==> src/hw/rtl/svd_pti_pkg.sv <==
package svd_pti_pkg;

   localparam int CFG_W = 7;
   localparam int IDX_W = 12;
   localparam int PH_W  = 3;
   localparam int CSR_INDEX_W = 3;

   localparam logic [CSR_INDEX_W-1:0] REG_ROWS_N  = 3'd0;
   localparam logic [CSR_INDEX_W-1:0] REG_INNER_M = 3'd1;
   localparam logic [CSR_INDEX_W-1:0] REG_COLS_R  = 3'd2;
   localparam logic [CSR_INDEX_W-1:0] REG_RANK_A  = 3'd3;
   localparam logic [CSR_INDEX_W-1:0] REG_RANK_B  = 3'd4;

   localparam logic [PH_W-1:0] PH_SCALE_A  = 3'd0;
   localparam logic [PH_W-1:0] PH_PROD_A   = 3'd1;
   localparam logic [PH_W-1:0] PH_SCALE_B  = 3'd2;
   localparam logic [PH_W-1:0] PH_PROD_MID = 3'd3;
   localparam logic [PH_W-1:0] PH_PROD_OUT = 3'd4;
   localparam logic [PH_W-1:0] PH_DONE     = 3'd5;

   typedef struct packed {
      logic start;
      logic load;
      logic step;
   } cmd_type;

   typedef struct packed {
      logic live;
      logic last;
   } sts_type;

endpackage

==> src/hw/rtl/svd_pti_ctrl.sv <==
module svd_pti_ctrl
   import svd_pti_pkg::*;
(
   input  logic    clock,
   input  logic    reset,
   input  logic    req_valid,
   output logic    req_ready,
   output logic    rsp_valid,
   input  logic    rsp_ready,
   input  sts_type sts,
   output cmd_type cmd
);

   localparam logic [1:0] S_IDLE = 2'd0;
   localparam logic [1:0] S_CALC = 2'd1;
   localparam logic [1:0] S_EMIT = 2'd2;

   logic [1:0] state_ff, state_in;

   assign req_ready = (state_ff == S_IDLE);
   assign rsp_valid = (state_ff == S_EMIT);

   always_comb begin
      state_in  = state_ff;
      cmd.start = 1'b0;
      cmd.load  = 1'b0;
      cmd.step  = 1'b0;
      case (state_ff)
         S_IDLE: begin
            if (req_valid && sts.live) begin
               cmd.start = 1'b1;
               state_in  = S_CALC;
            end
         end
         S_CALC: begin
            cmd.load = 1'b1;
            state_in = S_EMIT;
         end
         S_EMIT: begin
            if (rsp_ready) begin
               if (sts.last) begin
                  state_in = S_IDLE;
               end else begin
                  cmd.step = 1'b1;
               end
            end
         end
         default: state_in = S_IDLE;
      endcase
   end

   always_ff @(posedge clock) begin
      if (reset) begin
         state_ff <= S_IDLE;
      end else begin
         state_ff <= state_in;
      end
   end

endmodule

==> src/hw/rtl/svd_pti_datapath.sv <==
module svd_pti_datapath
   import svd_pti_pkg::*;
#(
   parameter int MAX_DIM = 64
) (
   input  logic                   clock,
   input  logic                   reset,
   input  logic                   csr_write,
   input  logic [CSR_INDEX_W-1:0] csr_index,
   input  logic [CFG_W-1:0]       csr_data,
   input  logic                   request,
   input  cmd_type                cmd,
   output sts_type                sts,
   output logic [PH_W-1:0]        rsp_phase,
   output logic [IDX_W-1:0]       rsp_left_index,
   output logic [IDX_W-1:0]       rsp_right_index,
   output logic                   rsp_last_term,
   output logic                   rsp_phase_end
);

   localparam int CW      = $clog2(MAX_DIM);
   localparam int DIM_CAP = (MAX_DIM > 127) ? 127 : MAX_DIM;
   localparam logic [CFG_W-1:0] CAP = CFG_W'(DIM_CAP);
   localparam int CMP_W   = 9;

   function automatic logic [CFG_W-1:0] clamp_dim(input logic [CFG_W-1:0] v);
      logic [CFG_W-1:0] r;
      r = v;
      if (v == '0) begin
         r = CFG_W'(1);
      end else if (v > CAP) begin
         r = CAP;
      end
      return r;
   endfunction

   logic [CFG_W-1:0] rows_n_ff, inner_m_ff, cols_r_ff, rank_a_ff, rank_b_ff;
   logic [CW-1:0]    row_ff, row_in, col_ff, col_in;
   logic [PH_W-1:0]  phase_ff, phase_in;
   logic [CW-1:0]    cur_i_ff, cur_j_ff;
   logic [PH_W-1:0]  cur_ph_ff;
   logic             pend_ff;
   logic [IDX_W-1:0] left_ff, left_in, right_ff, right_in;
   logic [CFG_W-1:0] k_ff, k_in;

   logic [CFG_W-1:0] n_e, m_e, r_e, s1_e, s2_e, mn_e, mx_e;
   logic [CFG_W-1:0] jb, ib, mult_a, rstep, last_k;
   logic [CW:0]      nj_w, ni_w;
   logic             wrap_j, wrap_i;
   logic [IDX_W-1:0] prod;

   always_comb begin
      n_e  = clamp_dim(rows_n_ff);
      m_e  = clamp_dim(inner_m_ff);
      r_e  = clamp_dim(cols_r_ff);
      s1_e = clamp_dim(rank_a_ff);
      s2_e = clamp_dim(rank_b_ff);
      mn_e = (s1_e < s2_e) ? s1_e : s2_e;
      mx_e = (s1_e < s2_e) ? s2_e : s1_e;
   end

   always_comb begin
      case (phase_ff)
         PH_SCALE_A:  begin jb = s1_e; ib = n_e;  end
         PH_PROD_A:   begin jb = s2_e; ib = s1_e; end
         PH_SCALE_B:  begin jb = s2_e; ib = r_e;  end
         PH_PROD_MID: begin jb = r_e;  ib = mx_e; end
         default:     begin jb = r_e;  ib = n_e;  end
      endcase
      nj_w   = {1'b0, col_ff} + (CW+1)'(1);
      wrap_j = (CMP_W'(nj_w) >= CMP_W'(jb));
      ni_w   = wrap_j ? ({1'b0, row_ff} + (CW+1)'(1)) : {1'b0, row_ff};
      wrap_i = (CMP_W'(ni_w) >= CMP_W'(ib));
      col_in   = wrap_j ? '0 : CW'(nj_w);
      row_in   = wrap_i ? '0 : CW'(ni_w);
      phase_in = wrap_i ? (phase_ff + PH_W'(1)) : phase_ff;
   end

   always_comb begin
      case (cur_ph_ff)
         PH_SCALE_A:  begin mult_a = s1_e; rstep = '0;   last_k = '0;                end
         PH_PROD_A:   begin mult_a = m_e;  rstep = s2_e; last_k = m_e - CFG_W'(1);   end
         PH_SCALE_B:  begin mult_a = s2_e; rstep = '0;   last_k = '0;                end
         PH_PROD_MID: begin mult_a = mn_e; rstep = r_e;  last_k = mn_e - CFG_W'(1);  end
         default:     begin mult_a = s1_e; rstep = r_e;  last_k = s1_e - CFG_W'(1);  end
      endcase
      prod = IDX_W'(cur_i_ff) * IDX_W'(mult_a);
   end

   always_comb begin
      left_in  = left_ff;
      right_in = right_ff;
      k_in     = k_ff;
      if (cmd.load) begin
         k_in = '0;
         if (cur_ph_ff == PH_SCALE_B) begin
            left_in  = IDX_W'(cur_j_ff);
            right_in = prod + IDX_W'(cur_j_ff);
         end else begin
            left_in  = (cur_ph_ff == PH_SCALE_A) ? (prod + IDX_W'(cur_j_ff)) : prod;
            right_in = IDX_W'(cur_j_ff);
         end
      end else if (cmd.step) begin
         left_in  = left_ff + IDX_W'(1);
         right_in = right_ff + IDX_W'(rstep);
         k_in     = k_ff + CFG_W'(1);
      end
   end

   assign sts.live = request && (phase_ff < PH_DONE);
   assign sts.last = (k_ff == last_k);

   assign rsp_phase       = cur_ph_ff;
   assign rsp_left_index  = left_ff;
   assign rsp_right_index = right_ff;
   assign rsp_last_term   = sts.last;
   assign rsp_phase_end   = pend_ff;

   always_ff @(posedge clock) begin
      if (reset) begin
         rows_n_ff  <= CFG_W'(1);
         inner_m_ff <= CFG_W'(1);
         cols_r_ff  <= CFG_W'(1);
         rank_a_ff  <= CFG_W'(1);
         rank_b_ff  <= CFG_W'(1);
         row_ff     <= '0;
         col_ff     <= '0;
         phase_ff   <= PH_SCALE_A;
      end else begin
         if (csr_write) begin
            case (csr_index)
               REG_ROWS_N:  rows_n_ff  <= csr_data;
               REG_INNER_M: inner_m_ff <= csr_data;
               REG_COLS_R:  cols_r_ff  <= csr_data;
               REG_RANK_A:  rank_a_ff  <= csr_data;
               REG_RANK_B:  rank_b_ff  <= csr_data;
               default: ;
            endcase
         end
         if (cmd.start) begin
            row_ff   <= row_in;
            col_ff   <= col_in;
            phase_ff <= phase_in;
         end
      end
   end

   always_ff @(posedge clock) begin
      if (cmd.start) begin
         cur_i_ff  <= row_ff;
         cur_j_ff  <= col_ff;
         cur_ph_ff <= phase_ff;
         pend_ff   <= wrap_i && (phase_ff != PH_PROD_OUT);
      end
      left_ff  <= left_in;
      right_ff <= right_in;
      k_ff     <= k_in;
   end

endmodule

==> src/hw/rtl/svd_product_term_index_sequencer.sv <==
// channel   ports            tdata (low bit up)             tuser / tlast
// request   req_t*           request, 7 unused bits         -
// response  rsp_t*           left_index, right_index        phase, phase_end / last_term
// config    csr_*            csr_index selects, csr_data    -
//
// A live request is accepted in S_IDLE and the row product is set up in S_CALC,
// then one term is given per cycle while rsp_tready is high: 1, inner_m,
// min(rank_a, rank_b) or rank_a terms, up to MAX_DIM.
// Synchronous reset clears the iterator and sets every config register to 1.
// rsp_tready low holds the current term; no request is taken until the last
// term of the element leaves.
module svd_product_term_index_sequencer
   import svd_pti_pkg::*;
#(
   parameter int MAX_DIM = 64
) (
   input  logic                   clock,
   input  logic                   reset,
   input  logic                   req_tvalid,
   output logic                   req_tready,
   input  logic [7:0]             req_tdata,   // request
   output logic                   rsp_tvalid,
   input  logic                   rsp_tready,
   output logic [23:0]            rsp_tdata,   // left_index, right_index
   output logic [3:0]             rsp_tuser,   // phase, phase_end
   output logic                   rsp_tlast,
   input  logic                   csr_valid,
   output logic                   csr_ready,
   input  logic [CSR_INDEX_W-1:0] csr_index,
   input  logic [CFG_W-1:0]       csr_data
);

   cmd_type          cmd;
   sts_type          sts;
   logic [PH_W-1:0]  phase;
   logic [IDX_W-1:0] left_index, right_index;
   logic             last_term, phase_end;

   assign csr_ready = 1'b1;

   svd_pti_ctrl u_ctrl (
      .clock     (clock),
      .reset     (reset),
      .req_valid (req_tvalid),
      .req_ready (req_tready),
      .rsp_valid (rsp_tvalid),
      .rsp_ready (rsp_tready),
      .sts       (sts),
      .cmd       (cmd)
   );

   svd_pti_datapath #(
      .MAX_DIM (MAX_DIM)
   ) u_datapath (
      .clock           (clock),
      .reset           (reset),
      .csr_write       (csr_valid && csr_ready),
      .csr_index       (csr_index),
      .csr_data        (csr_data),
      .request         (req_tdata[0]),
      .cmd             (cmd),
      .sts             (sts),
      .rsp_phase       (phase),
      .rsp_left_index  (left_index),
      .rsp_right_index (right_index),
      .rsp_last_term   (last_term),
      .rsp_phase_end   (phase_end)
   );

   assign rsp_tdata = {right_index, left_index};
   assign rsp_tuser = {phase_end, phase};
   assign rsp_tlast = last_term;

endmodule

==> config.mk <==
export PLATFORM = sky130hd
export DESIGN_NAME = svd_product_term_index_sequencer
export DESIGN_NICKNAME = d
export VERILOG_FILES = /design/src/hw/rtl/svd_pti_pkg.sv /design/src/hw/rtl/svd_pti_ctrl.sv /design/src/hw/rtl/svd_pti_datapath.sv /design/src/hw/rtl/svd_product_term_index_sequencer.sv
export SDC_FILE = /design/constraint.sdc
export NUM_CORES = 1
export LEC_CHECK = 0
export BUFFER_PORTS_ARGS = -buffer_cell sky130_fd_sc_hd__buf_4
export CAP_MARGIN = 20
export CORE_MARGIN = 2
export CORE_UTILIZATION = 54
export CTS_BUF_LIST = sky130_fd_sc_hd__clkbuf_2 sky130_fd_sc_hd__clkbuf_4 sky130_fd_sc_hd__clkbuf_8
export DETAILED_ROUTE_END_ITERATION = 16
export GPL_TIMING_DRIVEN = 0
export PLACE_DENSITY = 0.81
export RECOVER_POWER = 25
export SLEW_MARGIN = 10
export SYNTH_ARGS = -nofsm -noshare
export SYNTH_HDL_FRONTEND = slang
export SYNTH_SLANG_ARGS = --single-unit
==> constraint.sdc <==
create_clock -name clock -period 8.38 [get_ports clock]
set_input_delay 0.419 -clock clock [delete_from_list [all_inputs] [get_ports clock]]
set_output_delay 0.419 -clock clock [all_outputs]
set_load 0.05 [all_outputs]
==> results of run 1 <==
worst register-to-register path: cells and delay by family (launching register included):
family	cells	cell delay (ns)
xor gates and xnor gates	2	0.43
and+or+nand+nor	4	1.05
buffers and inverters	4	0.56
AOI/OAI and AO/OA	12	2.59
adders and majority gates	5	2.14
DFF	1	0.46
muxes	1	0.22
sequential cells by signal (all words and copies together), names as in the netlist:
signal	flops
u_datapath.rsp_left_index	12
u_datapath.rsp_right_index	12
u_datapath.cols_r_ff	7
u_datapath.inner_m_ff	7
u_datapath.k_ff	7
u_datapath.rank_a_ff	7
u_datapath.rank_b_ff	7
u_datapath.rows_n_ff	7
u_datapath.col_ff	6
u_datapath.cur_i_ff	6
u_datapath.cur_j_ff	6
u_datapath.row_ff	6
u_datapath.phase_ff	3
u_datapath.rsp_phase	3
u_ctrl.state_ff	2
u_datapath.rsp_phase_end	1
layout by cell type (no fill, tap or decap), drive strengths merged, types with 7 or more instances in the layout:
cell,n
and2,30
dfxtp,59
a21oi,78
mux2i,27
clkbuf,48
inv,55
and3,10
xnor2,33
o211ai,12
nand2,108
nand3,20
ha,63
xor2,17
nand2b,11
nor2b,22
o21ai,39
a21o,20
o22ai,18
buf,47
o21bai,11
a211oi,11
nor3,14
nor2,86
a22oi,7
edfxtp,40
nand4,8
nand3b,8
fa,22
path summary, 6_finish.rpt:
path,slack (ns),startpoint,cells past startpoint,end
max,0.63,u_datapath.rank_a_ff[6],28,u_datapath.rsp_left_index[11]
min,0.25,rsp_tready,2,u_ctrl.state_ff[1]
max reg2reg,0.63,u_datapath.rank_a_ff[6],28,u_datapath.rsp_left_index[11]
min reg2reg,0.47,u_datapath.rows_n_ff[6],2,u_datapath.rows_n_ff[6]
power by group:
| group | total, mW | switching [mW] | internal (mW) |
|---|---|---|---|
| Combinational | 0.399 | 0.254 | 0.145 |
| Clock | 0.336 | 0.182 | 0.154 |
| Sequential | 0.561 | 0.0299 | 0.531 |
layer usage:
metal	share of wire, %	global-route usage [%]	vias up
li1	-	-	3463
met1	44	36.7	3360
met2	46	42.6	333
met3	8.0	5.40	35
met4	1.8	6.72	0
met5	0	0	-
per-stage QoR:
step / setup WS (ns) / power (mW) / instance area, µm² / hold slack (ns) / util (%)
2_1_floorplan: 1.66 / 0.861 / 8050 / 0.406 / -
3_3_place_gp: 0.326 / 0.950 / 8620 / 0.453 / 59.3
3_5_place_dp: 0.286 / 0.962 / 8620 / 0.446 / 59.3
4_1_cts: 0.242 / 1.29 / 8830 / 0.236 / 60.7
5_1_grt: 0.106 / 1.36 / 8840 / 0.232 / 60.8
6_report: 0.631 / 1.30 / 8840 / 0.252 / 60.8
cell type report:
type / instances / area [µm²] / area share (%)
Clock buffer: 11 / 145 / 1.64
Tap cell: 184 / 230 / 2.60
Inverter: 52 / 195 / 2.21
Buffer: 39 / 156 / 1.77
Clock inverter: 5 / 65.1 / 0.736
Timing Repair Buffer: 45 / 330 / 3.74
Sequential cell: 99 / 2380 / 27.0
Multi-Input combinational cell: 750 / 5330 / 60.3
kinds of logic after synthesis:
group	count (synthesis)	share of synthesized area (%)
flops	99	29.6
fa+ha+maj	85	15.3
compound gates	242	20.4
mux	31	3.92
simple gates	341	21.0
xor+xnor	50	5.44
other cells	1	0.0466
buf+inv	91	4.34
==> summary.txt, run 1 <==
STA
  • Relative slew slack: 31.9%
  • Min Tclk post-route: 7.75 ns
  • Count of final hold-check violations: 0
  • Fmax achieved: around 130 MHz
  • Final Setup Violations: 0
  • RSZ-0062 raised after global routing: no
  • Clock Skews: between 0.015 and 0.02 ns
  • Slew Limit Fails: 0
  • Tcrit/Tclk final: 92.5%
  • Setup TNS Final: 0 ns
  • Slew @ Worst Pin: about 1.0 ns

Finish
  • Nets@finish: approximately 1,100
  • Share of layout cells above drive strength 1: 8.99%
  • Antenna Cells: 0
  • P&R area growth vs syn: 9.83%
  • Final std cells w/o fill: 1,185
  • Filler instances: 1,309

Synthesis
  • Post-synth EDFFs: 40
  • Syn Inst Count: 940
  • Synth cell count leaders: 108 x nand2_1, 86 x nor2_1, 78 x a21oi_1
  • Synth top area share: between 10% and 20%
  • Cell taking the most area after synthesis: edfxtp_1
  • Seq cells post-synth: 99
  • Cell with the most instances after synthesis: nand2_1
  • Asr flop ratio synth: 0%
  • Syn avg cell area: 8.56 µm²
  • Mapped cell area: ~8000 µm²
  • Post-synth cell types: 76
  • Ranking of synthesized cells by area: edfxtp_1 15%, dfxtp_1 15%, ha_1 9.8%
  • Ys Warns: 0
  • Syn Nets: 1,048
  • Ys flop type: dfxtp_1
  • Seq/Total Area, Yosys: 29.6%

Die
  • Core ar.: 14,500 µm²
  • Die X-Extent: between 100 and 150 µm
  • Initial cell density of the core: a little under three fifths
  • Die height: around 130 µm
  • Die area: 15,900 µm²
  • IO Pins: 55
  • Row count: 44

Power and ir drop
  • Power per Cell Area: 147 nW/µm²
  • Leakage: 3.61 nW
  • Worst VDD drop: 0.000141 V

Clock tree
  • Inserted Clock Buffers: 9
  • Worst-path clk slew: 0.11 ns
  • CTS tree: yes
  • # Post-CTS Setup Buffers: 0
  • Max H-tree Level: 3
  • CTS Sinks: ~100
  • Clock Path Buffers: 2
  • Clk_lat worst skew: 0.40 ns
  • CTS-repair resized insts: 0
  • Clk root buf: clkbuf_8
  • # hold bufs at CTS: 0

Critical path
  • Buf+Inv Stages, Crit Path: 4
  • Worst path slowest cell: fa_1
  • Slowest stage delay, CP: 0.54 ns
  • CP endpoint kind: register
  • Critical Path AT: 7.87 ns
  • CP Data Required Time: 8.50 ns
  • Critical path's top delay family: compound AO/OA/AOI/OAI gates
  • Critical Path Most Common Cell: a21oi_1
  • Crit Path Class: reg -> reg
  • CP Launch Type: register
  • Worst-path fanout max: 10

Routing
  • Routed wire per std cell: 17.6 µm
  • Initial DRT Pass Iterations: 8
  • Vias: 7,191
  • Post-DR vias/cell: just over 6
  • DR iter-0 viols: 765
  • Post-DRT Antenna Nets: 0
  • Final Routed Wirelength: approximately 21 mm
  • Drt drc: 0

Placement
  • IO buf count: 45
  • Post-DP HPWL: 15.8 mm
  • Routability cong.: 0.935
  • Post-Place Cells: between 1,000 and 1,500

Global route
  • First-pass GRT wire length: 33.7 mm
  • Largest net degree at the start of global routing: 25
  • Vias in the first global route: ~6,600
  • GR Util All Layers: between 20% and 30%
  • Global route overflow: 0
  • Initial antenna violation count: 0

Run
  • Max-cap violations: 0

Run status
  • Outcome: completed

Worst hold path
  • Worst Hold Class: in -> reg
(Power assumes the default switching activity.)
==> inputs of run 2 (changes only) <==
==> constraint.sdc (replaced) <==
create_clock -name clock -period 8.38 [get_ports clock]
set_input_delay 2.095 -clock clock [delete_from_list [all_inputs] [get_ports clock]]
set_output_delay 2.095 -clock clock [all_outputs]
set_load 0.05 [all_outputs]
==> run 2 against run 1 <==
Net effect:
- maximum frequency stayed put
- setup slack is the same
- total power hardly changed
- final cell count did not move
- sequential share of layout area did not move
- die area stayed put
- via count is the same
- count of clock-buffer cells in the layout stayed put
- clock power is essentially flat
- routed wire length about the same
- critical path type unchanged
- largest cell class unchanged
==> summary.txt, run 2 (same netlist as run 1, synthesis figures left out) <==
Run status
  • Outcome: completed

Power and ir drop
  • Clk pwr share: 25.9% (about the same)
  • Worst VDD drop: 0.000141 V (about the same)
  • Combinational fraction of design power: 30.8% (about the same)
  • Flop pwr share: 43.3% (about the same)
  • Switching power: 0.467 mW (about the same)
  • Switching Fraction: 36.0% (about the same)
  • Power consumption: 1.30 mW (about the same)
  • P_int: 0.830 mW (about the same)
  • Power per Cell Area: 147 nW/µm² (about the same)
  • Leakage: 3.61 nW (about the same)

Critical path
  • Critical Path AT: 7.87 ns (about the same)
  • Worst-path fanout max: 10 (unchanged)
  • Crit Path Class: reg -> reg
  • Reg2reg path depth: 28 (unchanged)
  • Critical Path Most Common Cell: a21oi_1
  • CP Launch Type: register
  • CP endpoint kind: register
  • CP Data Required Time: 8.50 ns (about the same)
  • Worst path slowest cell: fa_1
  • Slowest stage delay, CP: 0.54 ns (about the same)

STA
  • RSZ-0062 raised after global routing: no
  • Min Tclk post-route: 7.75 ns (unchanged)
  • Clock Skews: 0.0162 ns (unchanged)
  • Worst setup slack after layout: 0.631 ns (unchanged)
  • Slew Limit Fails: 0 (unchanged)
  • Count of final hold-check violations: 0 (unchanged)
  • Fmax achieved: 129 MHz (unchanged)
  • Tcrit/Tclk final: 92.5% (unchanged)
  • Final Setup Violations: 0 (unchanged)
  • Relative slew slack: 31.9% (unchanged)
  • Slew @ Worst Pin: 1.02 ns (unchanged)
  • Setup TNS Final: 0 ns (unchanged)

Finish
  • Commonest non-fill, non-tap cell in the layout: nand2_1
  • Commonest non-fill, non-tap cells in the layout: 108 x nand2_1, 86 x nor2_1, 77 x a21oi_1
  • Antenna Cells: 0 (unchanged)
  • Nets@finish: 1,104 (unchanged)
  • Filler instances: 1,309 (unchanged)
  • Fin util: 60.8% (unchanged)
  • Area of the multi-input gates: 5330 µm² (unchanged)
  • Seq. cell area: 2380 µm² (unchanged)
  • P&R area growth vs syn: 9.83% (unchanged)
  • Share of layout cells above drive strength 1: 8.99% (unchanged)
  • Final std cells w/o fill: 1,185 (unchanged)

Routing
  • Final Routed Wirelength: 20.8 mm (about the same)
  • Post-DRT Antenna Nets: 0 (unchanged)
  • Vias: 7,191 (unchanged)
  • Routed wire per std cell: 17.6 µm (about the same)
  • Post-DR vias/cell: 6.07 (unchanged)
  • DR iter-0 viols: 765 (unchanged)
  • Initial DRT Pass Iterations: 8 (unchanged)
  • Drt drc: 0 (unchanged)

Global route
  • Vias in the first global route: 6,576 (unchanged)
  • Largest net degree at the start of global routing: 25 (unchanged)
  • GR Util All Layers: 26.5% (unchanged)
  • Global route overflow: 0 (unchanged)
  • GR met3 Demand/Resource: 5.40% (unchanged)
  • M1 GR Usage: 36.7% (unchanged)
  • Met2 Resource Use GR: 42.6% (unchanged)
  • Initial antenna violation count: 0 (unchanged)
  • First-pass GRT wire length: 33.7 mm (unchanged)
  • GRT busiest layer: met2

Placement
  • Post-Place Cells: 1,169 (unchanged)
  • Routability cong.: 0.935 (unchanged)
  • IO buf count: 45 (unchanged)
  • Setup WS pre-CTS: 0.286 ns (unchanged)
  • Post-DP HPWL: 15.8 mm (unchanged)

Die
  • Core ar.: 14,500 µm² (unchanged)
  • Die area: 15,900 µm² (unchanged)
  • Die height: 126 µm (unchanged)
  • IO Pins: 55 (unchanged)
  • Row count: 44 (unchanged)
  • Initial cell density of the core: 55.4% (unchanged)
  • Die X-Extent: 126 µm (unchanged)

Worst hold path
  • Worst Hold Class: reg -> reg
  • Hold Path Stages: 2 (unchanged)

Clock tree
  • Inserted Clock Buffers: 9 (unchanged)
  • Clk root buf: clkbuf_8
  • Max H-tree Level: 3 (unchanged)
  • Clock Path Buffers: 2 (unchanged)
  • Clk_lat worst skew: 0.40 ns (about the same)
  • Worst-path clk slew: 0.11 ns (about the same)
  • CTS Sinks: 99 (unchanged)
  • # hold bufs at CTS: 0 (unchanged)
  • CTS tree: yes

Run
  • Max-cap violations: 0 (unchanged)
[run 2: cell types whose count changed in the layout (fill, tap and decap cells not counted), sizes merged]
cell and change:
clkbuf +1, buf -1
[run 2: final timing paths]
check	start	endpoint	slack (ns)
setup reg to reg	u_datapath.rank_a_ff[6]	u_datapath.rsp_left_index[11]	0.63
setup / recovery	u_datapath.rank_a_ff[6]	u_datapath.rsp_left_index[11]	0.63
hold reg to reg	u_datapath.rows_n_ff[6]	u_datapath.rows_n_ff[6]	0.47
hold / removal	u_datapath.rows_n_ff[6]	u_datapath.rows_n_ff[6]	0.47
[run 2: final cells by class]
class                           instances  share of cell area, %
Buffer                                 39                   1.77
Clock buffer                           11                   1.64
Clock inverter                          5                  0.736
Inverter                               52                   2.21
Multi-Input combinational cell        750                   60.3
Sequential cell                        99                   27.0
Tap cell                              184                   2.60
Timing Repair Buffer                   45                   3.74
[run 2: what timing repair did]
item	4_1_cts	5_1_grt
buffers inserted	0	0
gates resized for setup	0	7
setup endpoints to repair	0	4
[run 2: power by group through the flow]
| stage | registers (mW) | logic [mW] | clock network (mW) |
|---|---|---|---|
| after CTS | 0.560 | 0.394 | 0.339 |
| final | 0.561 | 0.399 | 0.336 |
| after detailed placement | 0.571 | 0.391 | 0 |
| after floorplan | 0.589 | 0.272 | 0 |
| after global placement | 0.570 | 0.380 | 0 |
| after global routing | 0.565 | 0.439 | 0.359 |
[run 2: routing by layer]
| layer | vias up | wire (µm) | part of all wire (%) |
|---|---|---|---|
| li1 | 3463 | - | - |
| met1 | 3360 | 9170 | 44 |
| met2 | 333 | 9630 | 46 |
| met3 | 35 | 1660 | 8.0 |
| met4 | 0 | 380 | 1.8 |
| met5 | - | 0 | 0 |
[run 2: critical path, delay by kind of cell, from the launching register on]
kind,cells,cell delay (ns)
fa+ha+maj,5,2.14
xor+xnor,2,0.43
flops,1,0.46
compound gates,12,2.59
simple gates,4,1.05
mux,1,0.22
buf+inv,4,0.56
[run 2: stage by stage]
step / area [µm²] / hold WS (ns)
2_1_floorplan: 8050 / 0.406
3_3_place_gp: 8620 / 0.453
3_5_place_dp: 8620 / 0.446
4_1_cts: 8830 / 0.474
5_1_grt: 8840 / 0.487
6_report: 8840 / 0.474
